==> config.mk <==
export PLATFORM = sky130hd
export DESIGN_NAME = ones_complement_checksum_flat
export DESIGN_NICKNAME = d
export VERILOG_FILES = /design/src/hw/rtl/occ_pkg.sv /design/src/hw/rtl/occ_channels.sv /design/src/hw/rtl/ones_complement_checksum.sv /design/src/hw/rtl/occ_word_sum.sv /design/src/flat_wrapper.sv
export SDC_FILE = /design/constraint.sdc
export NUM_CORES = 1
export LEC_CHECK = 0
export ABC_AREA = 1
export BUFFER_PORTS_ARGS = -buffer_cell sky130_fd_sc_hd__buf_2
export CAP_MARGIN = 10
export CORE_UTILIZATION = 50
export CTS_BUF_LIST = sky130_fd_sc_hd__clkbuf_8
export DETAILED_ROUTE_END_ITERATION = 8
export PLACE_DENSITY = 0.71
export SKIP_CTS_REPAIR_TIMING = 1
export SLEW_MARGIN = 20
export SYNTH_ARGS = -nofsm -noshare
export SYNTH_HDL_FRONTEND = slang
export SYNTH_HIERARCHICAL = 1
export SYNTH_SLANG_ARGS = --single-unit
==> constraint.sdc <==
create_clock -name clk -period 10.1 [get_ports clk]
set_input_delay 1.01 -clock clk [delete_from_list [all_inputs] [get_ports clk]]
set_output_delay 1.01 -clock clk [all_outputs]
set_load 0.03 [all_outputs]
==> src/hw/rtl/occ_pkg.sv <==
// Shared constants and types for the one's-complement checksum block.
// No dependencies; every other file refers to this package by scoped names.
package occ_pkg;

  localparam int unsigned DataBytes = 8;
  localparam int unsigned DataWidth = 8 * DataBytes;
  localparam int unsigned CountWidth = 4;
  localparam int unsigned SumWidth = 16;
  localparam int unsigned LaneCount = DataBytes / 2;
  localparam int unsigned BytesPerItemDefault = 8;
  localparam logic [SumWidth-1:0] SumMask = 16'hFFFF;

  typedef logic [SumWidth-1:0] sum_t;
  typedef logic [CountWidth-1:0] count_t;

  // One input word as held in the input register.
  typedef struct packed {
    logic [DataWidth-1:0] data;
    count_t               byte_count;
    logic                 first;
    logic                 last;
    sum_t                 seed;
  } word_t;

endpackage

==> src/hw/rtl/occ_channels.sv <==
// Handshake channels of the checksum block: the input word stream and the
// result stream. Depends on occ_pkg for field widths.
interface occ_word_if;
  logic                         valid;
  logic                         ready;
  logic [occ_pkg::DataWidth-1:0] data;
  occ_pkg::count_t              byte_count;
  logic                         first;
  logic                         last;
  occ_pkg::sum_t                seed;

  modport source (output valid, data, byte_count, first, last, seed, input ready);
  modport sink (input valid, data, byte_count, first, last, seed, output ready);
endinterface

interface occ_result_if;
  logic          valid;
  logic          ready;
  occ_pkg::sum_t checksum;

  modport source (output valid, checksum, input ready);
  modport sink (input valid, checksum, output ready);
endinterface

==> src/hw/rtl/ones_complement_checksum.sv <==
// Top level of the streaming 16-bit one's-complement checksum.
// Depends on occ_pkg, occ_channels (occ_word_if, occ_result_if) and occ_word_sum.
//
//   Channel  Direction  Fields                                     Per word
//   stream   in         data, byte_count, first, last, seed        one input word
//   result   out        checksum                                   one per last word
//
// Each word is taken into an input register, summed by one stage of short
// logic and folded into the running sum register, so a word can be accepted
// in every cycle unless a last word is held behind an untaken result.
// A checksum is loaded into the output register as its last word leaves the
// input register. The output register lets the block keep accepting words
// while a result waits; only a second last word stalls behind an untaken result.
// Synchronous reset clears the valid flags and sets the running sum to zero.
module ones_complement_checksum #(
  parameter int unsigned BYTES_PER_ITEM = occ_pkg::BytesPerItemDefault
) (
  input logic         clk,
  input logic         rst,
  occ_word_if.sink    stream,
  occ_result_if.source result
);

  // Input register.
  logic           word_valid;
  occ_pkg::word_t word;

  // Running sum and output register.
  occ_pkg::sum_t running_sum;
  occ_pkg::sum_t running_sum_next;
  logic          out_valid;
  occ_pkg::sum_t checksum;

  occ_pkg::sum_t start;
  logic          advance;

  // The registered word moves on unless it would produce a result while the
  // output register still holds one that has not been taken.
  assign advance = word_valid && (!word.last || !out_valid || result.ready);
  assign stream.ready = !word_valid || advance;

  always_ff @(posedge clk) begin
    if (rst) begin
      word_valid <= 1'b0;
    end else if (stream.ready) begin
      word_valid <= stream.valid;
    end
  end

  always_ff @(posedge clk) begin
    if (stream.valid && stream.ready) begin
      word.data       <= stream.data;
      word.byte_count <= stream.byte_count;
      word.first      <= stream.first;
      word.last       <= stream.last;
      word.seed       <= stream.seed;
    end
  end

  // The first word of a buffer restarts the sum at its seed.
  assign start = word.first ? word.seed : running_sum;

  occ_word_sum #(
    .BYTES_PER_ITEM(BYTES_PER_ITEM)
  ) u_word_sum (
    .data      (word.data),
    .byte_count(word.byte_count),
    .start     (start),
    .sum       (running_sum_next)
  );

  always_ff @(posedge clk) begin
    if (rst) begin
      running_sum <= '0;
    end else if (advance) begin
      running_sum <= running_sum_next;
    end
  end

  always_ff @(posedge clk) begin
    if (rst) begin
      out_valid <= 1'b0;
    end else if (advance && word.last) begin
      out_valid <= 1'b1;
    end else if (result.ready) begin
      out_valid <= 1'b0;
    end
  end

  always_ff @(posedge clk) begin
    if (advance && word.last) begin
      checksum <= running_sum_next;
    end
  end

  assign result.valid    = out_valid;
  assign result.checksum = checksum;

endmodule

==> src/hw/rtl/occ_word_sum.sv <==
// Combinational adder for one word: masks bytes past the count, pairs them
// little-endian and adds them to a 16-bit start value with end-around carry.
// Depends on occ_pkg.
module occ_word_sum #(
  parameter int unsigned BYTES_PER_ITEM = occ_pkg::BytesPerItemDefault
) (
  input  logic [occ_pkg::DataWidth-1:0] data,
  input  occ_pkg::count_t               byte_count,
  input  occ_pkg::sum_t                 start,
  output occ_pkg::sum_t                 sum
);

  localparam int unsigned Limit =
    (BYTES_PER_ITEM < occ_pkg::DataBytes) ? BYTES_PER_ITEM : occ_pkg::DataBytes;
  localparam occ_pkg::count_t LimitCount = occ_pkg::CountWidth'(Limit);
  localparam int unsigned WideWidth = occ_pkg::SumWidth + $clog2(occ_pkg::LaneCount + 1);

  occ_pkg::count_t              count;
  logic [occ_pkg::DataWidth-1:0] masked;
  logic [WideWidth-1:0]         total;
  logic [occ_pkg::SumWidth:0]   fold1;
  logic [occ_pkg::SumWidth:0]   fold2;

  // Counts beyond what one word can carry saturate.
  assign count = (byte_count > LimitCount) ? LimitCount : byte_count;

  always_comb begin
    for (int k = 0; k < int'(occ_pkg::DataBytes); k++) begin
      masked[8*k +: 8] = (occ_pkg::CountWidth'(k) < count) ? data[8*k +: 8] : 8'h00;
    end
  end

  // A lone trailing byte lands in the low half because its partner is masked.
  always_comb begin
    total = WideWidth'(start);
    for (int i = 0; i < int'(occ_pkg::LaneCount); i++) begin
      total = total + WideWidth'(masked[16*i +: 16]);
    end
  end

  assign fold1 = (occ_pkg::SumWidth+1)'(total[occ_pkg::SumWidth-1:0])
               + (occ_pkg::SumWidth+1)'(total[WideWidth-1:occ_pkg::SumWidth]);
  assign fold2 = (occ_pkg::SumWidth+1)'(fold1[occ_pkg::SumWidth-1:0])
               + (occ_pkg::SumWidth+1)'(fold1[occ_pkg::SumWidth]);
  assign sum = fold2[occ_pkg::SumWidth-1:0] & occ_pkg::SumMask;

endmodule

==> src/flat_wrapper.sv <==
// flat-port wrapper written by rule: the top's interface ports become plain ports
module ones_complement_checksum_flat 
#(
  parameter int unsigned BYTES_PER_ITEM = occ_pkg::BytesPerItemDefault
)
  (clk, rst, stream_valid, stream_data, stream_byte_count, stream_first, stream_last, stream_seed, stream_ready, result_valid, result_checksum, result_ready);
  occ_word_if stream_i ();
  occ_result_if result_i ();
  input logic clk;
  input logic rst;
  input wire logic [$bits(stream_i.valid)-1:0] stream_valid;
  input wire logic [$bits(stream_i.data)-1:0] stream_data;
  input wire logic [$bits(stream_i.byte_count)-1:0] stream_byte_count;
  input wire logic [$bits(stream_i.first)-1:0] stream_first;
  input wire logic [$bits(stream_i.last)-1:0] stream_last;
  input wire logic [$bits(stream_i.seed)-1:0] stream_seed;
  output wire logic [$bits(stream_i.ready)-1:0] stream_ready;
  output wire logic [$bits(result_i.valid)-1:0] result_valid;
  output wire logic [$bits(result_i.checksum)-1:0] result_checksum;
  input wire logic [$bits(result_i.ready)-1:0] result_ready;
  assign stream_i.valid = stream_valid;
  assign stream_i.data = stream_data;
  assign stream_i.byte_count = stream_byte_count;
  assign stream_i.first = stream_first;
  assign stream_i.last = stream_last;
  assign stream_i.seed = stream_seed;
  assign stream_ready = stream_i.ready;
  assign result_valid = result_i.valid;
  assign result_checksum = result_i.checksum;
  assign result_i.ready = result_ready;
  ones_complement_checksum #(.BYTES_PER_ITEM(BYTES_PER_ITEM)) u_core (.clk(clk), .rst(rst), .stream(stream_i), .result(result_i));
endmodule
## Word-level counts from Yosys, hierarchy flattened

Index checks and enable logic that the tools add are counted.

- Input bits: 90
- Bits in registers: 120
- Logic and storage cells: 46

- Reduce and logical (&&, ||, !) cells: 10
- $lt $le $gt $ge: 9
- Add/sub/neg operators: 6
- Multiplexer cells: 12

Operator list:

| cell | number |
|---|---|
| two-way mux 8 bit | 8 |
| adder 18 x 16 -> 19 bit | 1 |
| adder 19 x 16 -> 19 bit | 1 |
| adder 17 x 16 -> 18 bit | 1 |
| adder 16 x 16 -> 17 bit | 1 |
| adder 16 x 3 -> 17 bit | 1 |
| adder 16 x 1 -> 16 bit | 1 |
| < comparator 3 x 4 -> 1 bit, first input constant | 4 |
| two-way mux 16 bit | 1 |
| < comparator 1 x 4 -> 1 bit, first input constant | 2 |
| < comparator 2 x 4 -> 1 bit, first input constant | 2 |
| > comparator 4 bit, second input constant | 1 |
| two-way mux 4 bit | 1 |
| logical AND 1 bit | 3 |
| logical NOT 1 bit | 3 |
| logical OR 1 bit | 3 |
| two-way mux 1 bit | 2 |
| nonzero test 2 bit | 1 |

## Longest topological paths before layout

Gate-level depths: netlist of run 1.

- Depth after elaboration: 10
- Mapped depth: 54
- Gate-level depth less buffers: 52

## Hierarchy

The synthesis of run 1 kept the hierarchy.

By module, submodules not included:

| module | times used | cells each | seq. area each (µm²) | area an instance (µm²) |
|---|---|---|---|---|
| ones_complement_checksum | 1 | 240 | 3423.3 | 4165.2 |
| occ_word_sum | 1 | 578 | 0.0 | 3584.7 |

## Worst setup path before layout of run 1

Ideal clock, no wire load.

- Path kind: flip-flop to flip-flop
- From: register u_core/word[21] (netlist name)
- To: register u_core.running_sum[12]
- Library setup time: 0.115 ns
- Data required time: 9.985 ns
- Period minus slack after synthesis: 7.903 ns
- Stages on the path, launching flop included: 47
- Setup slack: 2.197 ns
- Data arrival time: 7.788 ns
- Buffers on the path: 1
- Cell sequence: edfxtp_1 clkbuf_1 nor3_1 nand2_1 nand2_1 fa_1 fa_1 fa_1 inv_1 ha_1 fa_1 nand2_1 nand2_2 nand4_1 nand3_1 a21boi_0 nor2_1 o21ai_0 [... 11 more ...] nand3_1 nor2_1 ha_1 ha_1 nand3_1 nor2_2 nand3_1 nor2_2 nand2_1 nor2_2 nand3_2 nor2_4 xor2_1 inv_1 inv_1 nand3_2 nand2_1 nor2_1

- Word-level cells in the longest chain between the ends: 10
- Elaborated cells on any way between the ends: 24
- Those cells by class: add/sub: 6; order compare: 9; mux: 9

RTL lines:

| what | line | text |
|---|---|---|
| > comparator 4 bit | occ_word_sum.sv:25 | `assign count = (byte_count > LimitCount) ? LimitCount : byte_count;` |
| two-way mux 4 bit (*) | occ_word_sum.sv:25 |  |
| < comparator 1 x 4 -> 1 bit | occ_word_sum.sv:29 | `masked[8*k +: 8] = (occ_pkg::CountWidth'(k) < count) ? data[8*k +: 8] : 8'h00;` |
| two-way mux 8 bit | occ_word_sum.sv:29 |  |
| adder 16 x 16 -> 17 bit | occ_word_sum.sv:37 | `total = total + WideWidth'(masked[16*i +: 16]);` |
| adder 17 x 16 -> 18 bit | occ_word_sum.sv:37 |  |
| adder 18 x 16 -> 19 bit | occ_word_sum.sv:37 |  |
| adder 19 x 16 -> 19 bit (*) | occ_word_sum.sv:37 |  |
| adder 16 x 3 -> 17 bit (*) | occ_word_sum.sv:42 | `+ (occ_pkg::SumWidth+1)'(total[WideWidth-1:occ_pkg::SumWidth]);` |
| adder 16 x 1 -> 16 bit (*) | occ_word_sum.sv:44 | `+ (occ_pkg::SumWidth+1)'(fold1[occ_pkg::SumWidth]);` |
| named net u_core.running_sum_next[12] | ones_complement_checksum.sv:30 | `occ_pkg::sum_t running_sum_next;` |
| end signal, assigned | ones_complement_checksum.sv:76 | `running_sum <= running_sum_next;` |
| end, declared | ones_complement_checksum.sv:29 | `occ_pkg::sum_t running_sum;` |

The timed path passes the listed nets; every way through them passes the cells marked *.
A chain may end at the register's enable or synchronous reset.

## Worst setup path in the final report of run 1

- From: register u_core/word[21] (netlist name)
- To: register u_core.running_sum[12]

- Word-level cells in the longest chain between the ends: 10
- Elaborated cells on any way between the ends: 24
- Those cells by class: add/sub: 6; order compare: 9; mux: 9

RTL lines:

| what | line |
|---|---|
| > comparator 4 bit | occ_word_sum.sv:25 |
| two-way mux 4 bit (*) | occ_word_sum.sv:25 |
| < comparator 1 x 4 -> 1 bit | occ_word_sum.sv:29 |
| two-way mux 8 bit | occ_word_sum.sv:29 |
| adder 16 x 16 -> 17 bit | occ_word_sum.sv:37 |
| adder 17 x 16 -> 18 bit | occ_word_sum.sv:37 |
| adder 18 x 16 -> 19 bit | occ_word_sum.sv:37 |
| adder 19 x 16 -> 19 bit (*) | occ_word_sum.sv:37 |
| adder 16 x 3 -> 17 bit (*) | occ_word_sum.sv:42 |
| adder 16 x 1 -> 16 bit (*) | occ_word_sum.sv:44 |
| named net u_core.running_sum_next[12] | ones_complement_checksum.sv:30 |

Marked as above.

==> results of run 1 <==
==> state kept, by name, indices dropped and copies added (netlist names) <==
register                flops
u_core/word_valid           1
u_core/result.valid         1
u_core/result.checksum     16
u_core/running_sum         16
u_core/word                86
==> cells by family (layout without fill, tap and decap cells) <==
family | count (synthesis) | in the layout
simple gates | 363 | 363
buf+inv | 194 | 323
flops | 120 | 120
fa+ha+maj | 72 | 72
compound gates | 37 | 37
xor+xnor | 16 | 16
mux | 16 | 16
==> worst reg2reg max path: cells and delay by family (launching register included) <==
kind / cells / cell delay (ns)
and+or+nand+nor: 28 / 3.64
adders and majority gates: 8 / 2.85
AOI/OAI and AO/OA: 3 / 0.88
DFF: 1 / 0.54
xor gates and xnor gates: 2 / 0.33
buffers and inverters: 5 / 0.32
==> cell usage in the layout (no fill, tap or decap), types with 19 or more instances in the layout <==
cell and n:
nand3_1 47, fa_1 48, buf_2 107, inv_1 171, ha_1 24, nor2_1 72, edfxtp_1 102, nand2_1 165
nand2_2 27, nand3_2 19, a21oi_1 26
==> power by group <==
group / total (mW) / switching (mW) / internal, mW
combinational: 1.75 / 1.18 / 0.572
sequential: 0.651 / 0.0212 / 0.630
clock: 0.428 / 0.210 / 0.219
==> per-layer routing <==
metal | GRT usage | vias to the layer above
li1 | - | 2789
met1 | 0.264 | 2507
met2 | 0.349 | 130
met3 | 0.0396 | 24
met4 | 0.102 | 0
met5 | 0 | -
==> worst paths after layout <==
kind / to / slack [ns] / cells after the start
max: u_core/running_sum[12] / 1.45 / 46
min: u_core/running_sum[0] / 0.49 / 2
max reg2reg: u_core/running_sum[12] / 1.45 / 46
min reg2reg: u_core/running_sum[0] / 0.49 / 2
==> metrics by stage <==
stage / utilization / instance area (sq um)
after floorplan: - / 7750
after CTS: 0.583 / 8830
after detailed placement: 0.558 / 8450
after global placement: 0.558 / 8450
final: 0.583 / 8830
after global routing: 0.583 / 8830
==> final cells by class <==
type,count,area share
clock inverters,14,0.0169
flip-flops and latches,120,0.388
clock buffers,17,0.0265
repair buffers,110,0.0632
multi-input cells,504,0.401
inverters,182,0.0778
well taps,188,0.0266
==> summary.md, run 1 <==
| Metric | Value |
|---|---|
| Setup Viol. Count Final | `0` |
| Arr. time, crit path | `8.99 ns` |
| Worst min-delay path class | `register to register` |
| Share of the synthesized area in the top cell type | `0.395` |
| Core area | `0.0151 sq mm` |
| Cell Pwr Density | `between 300 and 400 mW/mm^2` |
| Critical setup path kind | `register to register` |
| Clock Path Buffers | `2` |
| Placed cells | `around 1,100` |
| Post-synthesis mux area share | `0.0232` |
| Crit path largest cell delay | `~0.6 ns` |
| DR WL/cell | `approximately 13 microns` |
| Startpoint Class | `register` |
| Min Hold Slack | `~0.5 ns` |
| DIE HEIGHT | `127 microns` |
| R2R Path Start | `u_core/word[21]` |
| Vias in the first global route | `5,441` |
| Largest net degree at the start of global routing | `80` |
| Initial antenna violation count | `0` |
| Routability cong. | `roughly 0.89` |
| Synth Area in Adders | `0.163` |
| Most numerous cell in the Yosys netlist | `inv_1` |
| P&R area growth vs syn | `14.0%` |
| CTS tree | `built` |
| Largest family of logic cells by synthesized area | `simple AND/OR/NAND/NOR gates` |
| CTS Buf Count | `17` |
| Met2 wire len | `between 7000 and 8000 microns` |
| Cell Area, Synth | `0.00775 sq mm` |
| CP required | `approximately 10 ns` |
| Synth async-reset ratio | `0` |
| Diode count | `0` |
| Dpl ws | `~1.4 ns` |
| Max frequency | `116 MHz` |
| Xor/xnor cell area share of the yosys netlist | `0.0181` |
| CP endpoint kind | `register` |
| Largest area contributor in the netlist | `edfxtp_1` |
| Gr usage total | `0.209` |
| Global-route wire length before repair | `25,500 microns` |
| Synth Warn # | `6` |
| 1st-iter DRT viols | `roughly 390` |
| Crit path time final | `8.65 ns` |
| Routed via count | `~5,500` |
| Sequential Area | `around 0.0034 sq mm` |
| Clock skew after layout | `0.0171 ns` |
| # DRC | `0` |
| Root buf cell | `clkbuf_8` |
| Ys flop type | `edfxtp_1` |
| Syn nets | `between 900 and 1,000` |
| Slew HR | `0.354` |
| H-tree depth | `4` |
| I/O Buffers | `107` |
| Leak | `around 4.3 nW` |
| I/O Pins | `108` |
| Layout cells sized above 1 | `0.247` |
| Starting Density | `0.512` |
| Post-synthesis register bit count | `120` |
| Total congestion overflow | `0` |
| Drt total wl | `between 15,000 and 20,000 microns` |
| Post-DP HPWL | `around 12,000 microns` |
| Finished Layout Cells | `1,135` |
| EDFF count, synth | `102` |
| DR top layer | `met4` |
| CP Max Fanout | `11` |
| Tot Pwr | `around 2.8 mW` |
| Fill count | `1,277` |
| WP buf/inv | `5` |
| Setup TNS | `0 ns` |
| Worst Slack Setup Final | `about 1.5 ns` |
| Cell at the slowest stage of the critical path | `nor2_1` |
| DRT met1 WL | `roughly 6900 microns` |
| Met3 Wirelength | `about 560 microns` |
| Via/cell ratio | `between 4 and 5` |
| Mapped Avg Cell Area | `around 9.5 sq um` |
| Top delay family on crit path | `simple AND/OR/NAND/NOR gates` |
| Synth Area in Compound Gates | `0.0265` |
| Number of distinct library cells after synthesis | `40` |
| Skew-Pair Late Insertion Delay | `roughly 0.45 ns` |
| Rows | `between 40 and 50` |
| Fraction of the mapped netlist area in simple logic gates | `0.227` |
| Nets@finish | `1,097` |
| Area of the multi-input gates | `about 0.0035 sq mm` |
| Post-synthesis cell count | `about 820` |
| Top post-synthesis cells by count | `172 x inv_1, 165 x nand2_1, 102 x edfxtp_1, 72 x nor2_1, 48 x fa_1` |
| Crit share post-route | `0.856` |
| Detailed Routing Iterations Pass 1 | `5` |
| Post-route ant nets | `0` |
| CP Launch Point | `u_core/word[21]` |
| Die Width | `~130 microns` |
| Clock slew at reported path FFs | `about 0.080 ns` |
| Status | `finished clean` |
| Synth area leaders | `edfxtp_1 40%, fa_1 12%, inv_1 8.3%` |
| Count of final hold-check violations | `0` |
| Peak supply drop | `roughly 160 uV` |
| Unrepaired setup endpoints after global routing | `false` |
| Seq/Total Area, Yosys | `0.442` |
| Worst slew pin tran | `0.968 ns` |
| Die area | `about 0.016 sq mm` |
| Clock sinks | `120` |
| Hold Crit Start | `u_core/running_sum[0]` |
| Fin. max-slew vios | `0` |
| MaxCap Viol Count | `0` |
No activity file was read; power rests on OpenSTA's default activity.
==> inputs of run 2 (changes only) <==
--- a/config.mk
+++ b/config.mk
@@ -8,10 +8,10 @@
 export ABC_AREA = 1
 export BUFFER_PORTS_ARGS = -buffer_cell sky130_fd_sc_hd__buf_2
 export CAP_MARGIN = 10
-export CORE_UTILIZATION = 50
+export CORE_UTILIZATION = 45
 export CTS_BUF_LIST = sky130_fd_sc_hd__clkbuf_8
 export DETAILED_ROUTE_END_ITERATION = 8
-export PLACE_DENSITY = 0.71
+export PLACE_DENSITY = 0.65
 export SKIP_CTS_REPAIR_TIMING = 1
 export SLEW_MARGIN = 20
 export SYNTH_ARGS = -nofsm -noshare
==> run 2 against run 1 <==
Compared with the run above:
- highest routed layer unchanged
- combinational power barely moved
- total power up 1.1%
- global-route usage shrank 1.7 points
- largest power group unchanged
- sequential power barely moved
- fmax increased by 0.49%
==> summary.md, run 2 (synthesis results as in run 1) <==
| Metric | Value |
|---|---|
| Status | `finished clean` |
| Clock Path Buffers | `2` |
| Crit Reg-Reg Endpoint | `u_core/running_sum[15]` |
| CTS Buf Count | `17` |
| Root buf cell | `clkbuf_8` |
| Post-DP HPWL | `around 12,000 microns` |
| WP buf/inv | `3` |
| Clock skew after layout | `about 0.014 ns` |
| Skew-Pair Late Insertion Delay | `around 0.43 ns` |
| Vias in the first global route | `5,474` |
| CP endpoint kind | `register` |
| Cell Pwr Density | `approximately 320 mW/mm^2` |
| Setup Viol. Count Final | `0` |
| Arr. time, crit path | `roughly 9.0 ns` |
| Worst R2R Path Depth | `46` |
| Die Width | `roughly 130 microns` |
| Top delay family on crit path | `simple AND/OR/NAND/NOR gates` |
| Detailed Routing Iterations Pass 1 | `4` |
| Hold Crit Start | `u_core/running_sum[0]` |
| Max frequency | `between 100 and 150 MHz` |
| Slew HR | `0.518` |
| R2R setup slack | `between 1 and 1.5 ns` |
| Rows | `between 40 and 50` |
| Cell mode on critical path | `nor2_1` |
| Crit path time final | `approximately 8.6 ns` |
| Unrepaired setup endpoints after global routing | `false` |
| Tot Pwr | `roughly 2.9 mW` |
| WHS Path Cells | `2` |
| H-tree depth | `4` |
| Drt total wl | `between 15,000 and 20,000 microns` |
| Die area | `between 0.015 and 0.02 sq mm` |
| Most frequent cells in the layout | `176 x inv_1, 165 x nand2_1, 107 x buf_2, 102 x edfxtp_1, 72 x nor2_1` |
| DR WL/cell | `13.3 microns` |
| Starting Density | `0.464` |
| R2R Path Start | `u_core/word[21]` |
| CTS tree | `built` |
| I/O Buffers | `approximately 110` |
| Most common cell after layout, fill and taps aside | `inv_1` |
| Largest registers | `u_core/word x86, u_core/result.checksum x16, u_core/running_sum x16` |
| Min Hold Slack | `0.491 ns` |
| DIE HEIGHT | `approximately 130 microns` |
| Layout cells sized above 1 | `0.243` |
| Placed inst area | `~0.0085 sq mm` |
| Initial antenna violation count | `0` |
| MaxCap Viol Count | `0` |
| Startpoint Class | `register` |
| Routability cong. | `roughly 0.89` |
| Max FFs per register | `86` |
| Largest register by flop count | `u_core/word` |
| 1st-iter DRT viols | `about 240` |
| Fill count | `1,502` |
| Total congestion overflow | `0` |
| Worst Hold End | `u_core/running_sum[0]` |
| Fin. max-slew vios | `0` |
| Leak | `between 4 and 5 nW` |
| CP required | `between 10 and 15 ns` |
| Cell at the slowest stage of the critical path | `nor2_1` |
| Largest net degree at the start of global routing | `48` |
| Placed cells | `about 1,100` |
| Diode count | `0` |
| P&R area growth vs syn | `15.0%` |
| Clock slew at reported path FFs | `~0.07 ns` |
| Worst slew pin tran | `~0.72 ns` |
| Peak supply drop | `about 150 uV` |
| Worst min-delay path class | `register to register` |
| Crit share post-route | `0.852` |
| I/O Pins | `approximately 110` |
| Gr usage total | `0.192` |
| Routed via count | `between 5,000 and 6,000` |
| Crit path largest cell delay | `around 0.58 ns` |
| Global-route wire length before repair | `~26,000 microns` |
| CP Max Fanout | `11` |
| Core area | `0.0167 sq mm` |
| Setup TNS | `0 ns` |
| Critical setup path kind | `register to register` |
| Nets@finish | `between 1,000 and 1,500` |
| Via/cell ratio | `about 4.6` |
| # DRC | `0` |
| Post-route ant nets | `0` |
| Finished Layout Cells | `~1,200` |
| Fin area | `between 0.008 and 0.009 sq mm` |
| Clock sinks | `120` |
| Count of final hold-check violations | `0` |
==> run 2: routing by layer <==
| metal | up-vias | GRT usage | part of all wire |
|---|---|---|---|
| li1 | 2789 | - | - |
| met5 | - | 0 | 0 |
| met2 | 98 | 0.315 | 0.46 |
| met4 | 0 | 0.0928 | 0.035 |
| met1 | 2469 | 0.244 | 0.47 |
| met3 | 24 | 0.0392 | 0.030 |
==> run 2: where the power goes <==
group | total, mW | switching [mW] | leakage, nW | internal (mW)
combinational | 1.74 | 1.17 | 2.98 | 0.572
clock | 0.466 | 0.189 | 0.236 | 0.277
sequential | 0.651 | 0.0217 | 1.14 | 0.630
==> run 2: cell type report <==
cell class | instances | area [sq um] | area share
multi-input cells | 504 | 3550 | 0.398
clock inverters | 13 | 164 | 0.0184
repair buffers | 110 | 558 | 0.0626
clock buffers | 19 | 262 | 0.0293
inverters | 182 | 687 | 0.0771
well taps | 220 | 275 | 0.0309
flip-flops and latches | 120 | 3420 | 0.384
==> run 2: how the worst max path moves through the flow <==
| stage | startpoint | endpoint | cells past startpoint |
|---|---|---|---|
| 2_1_floorplan | u_core/word[21] | u_core/running_sum[12] | 46 |
| 3_3_place_gp | u_core/word[21] | u_core/running_sum[12] | 46 |
| 3_5_place_dp | u_core/word[21] | u_core/running_sum[12] | 45 |
| 4_1_cts | u_core/word[21] | u_core/running_sum[15] | 46 |
| 5_1_grt | u_core/word[21] | u_core/running_sum[15] | 46 |
| 6_report | u_core/word[21] | u_core/running_sum[15] | 46 |
==> run 2: metrics by stage <==
| step | worst slack, ns | util |
|---|---|---|
| floorplan | 2.20 | - |
| global route | 0.611 | 0.534 |
| detailed placement | 1.47 | 0.508 |
| finish | 1.49 | 0.534 |
| global placement | 1.72 | 0.508 |
| CTS | 1.44 | 0.534 |
==> run 2: tightest hold or removal path: cells and delay by family, from the launching register on <==
| kind | cells | cell delay (ns) |
|---|---|---|
| AOI/OAI and AO/OA | 1 | 0.04 |
| DFF | 1 | 0.33 |
| and+or+nand+nor | 1 | 0.09 |
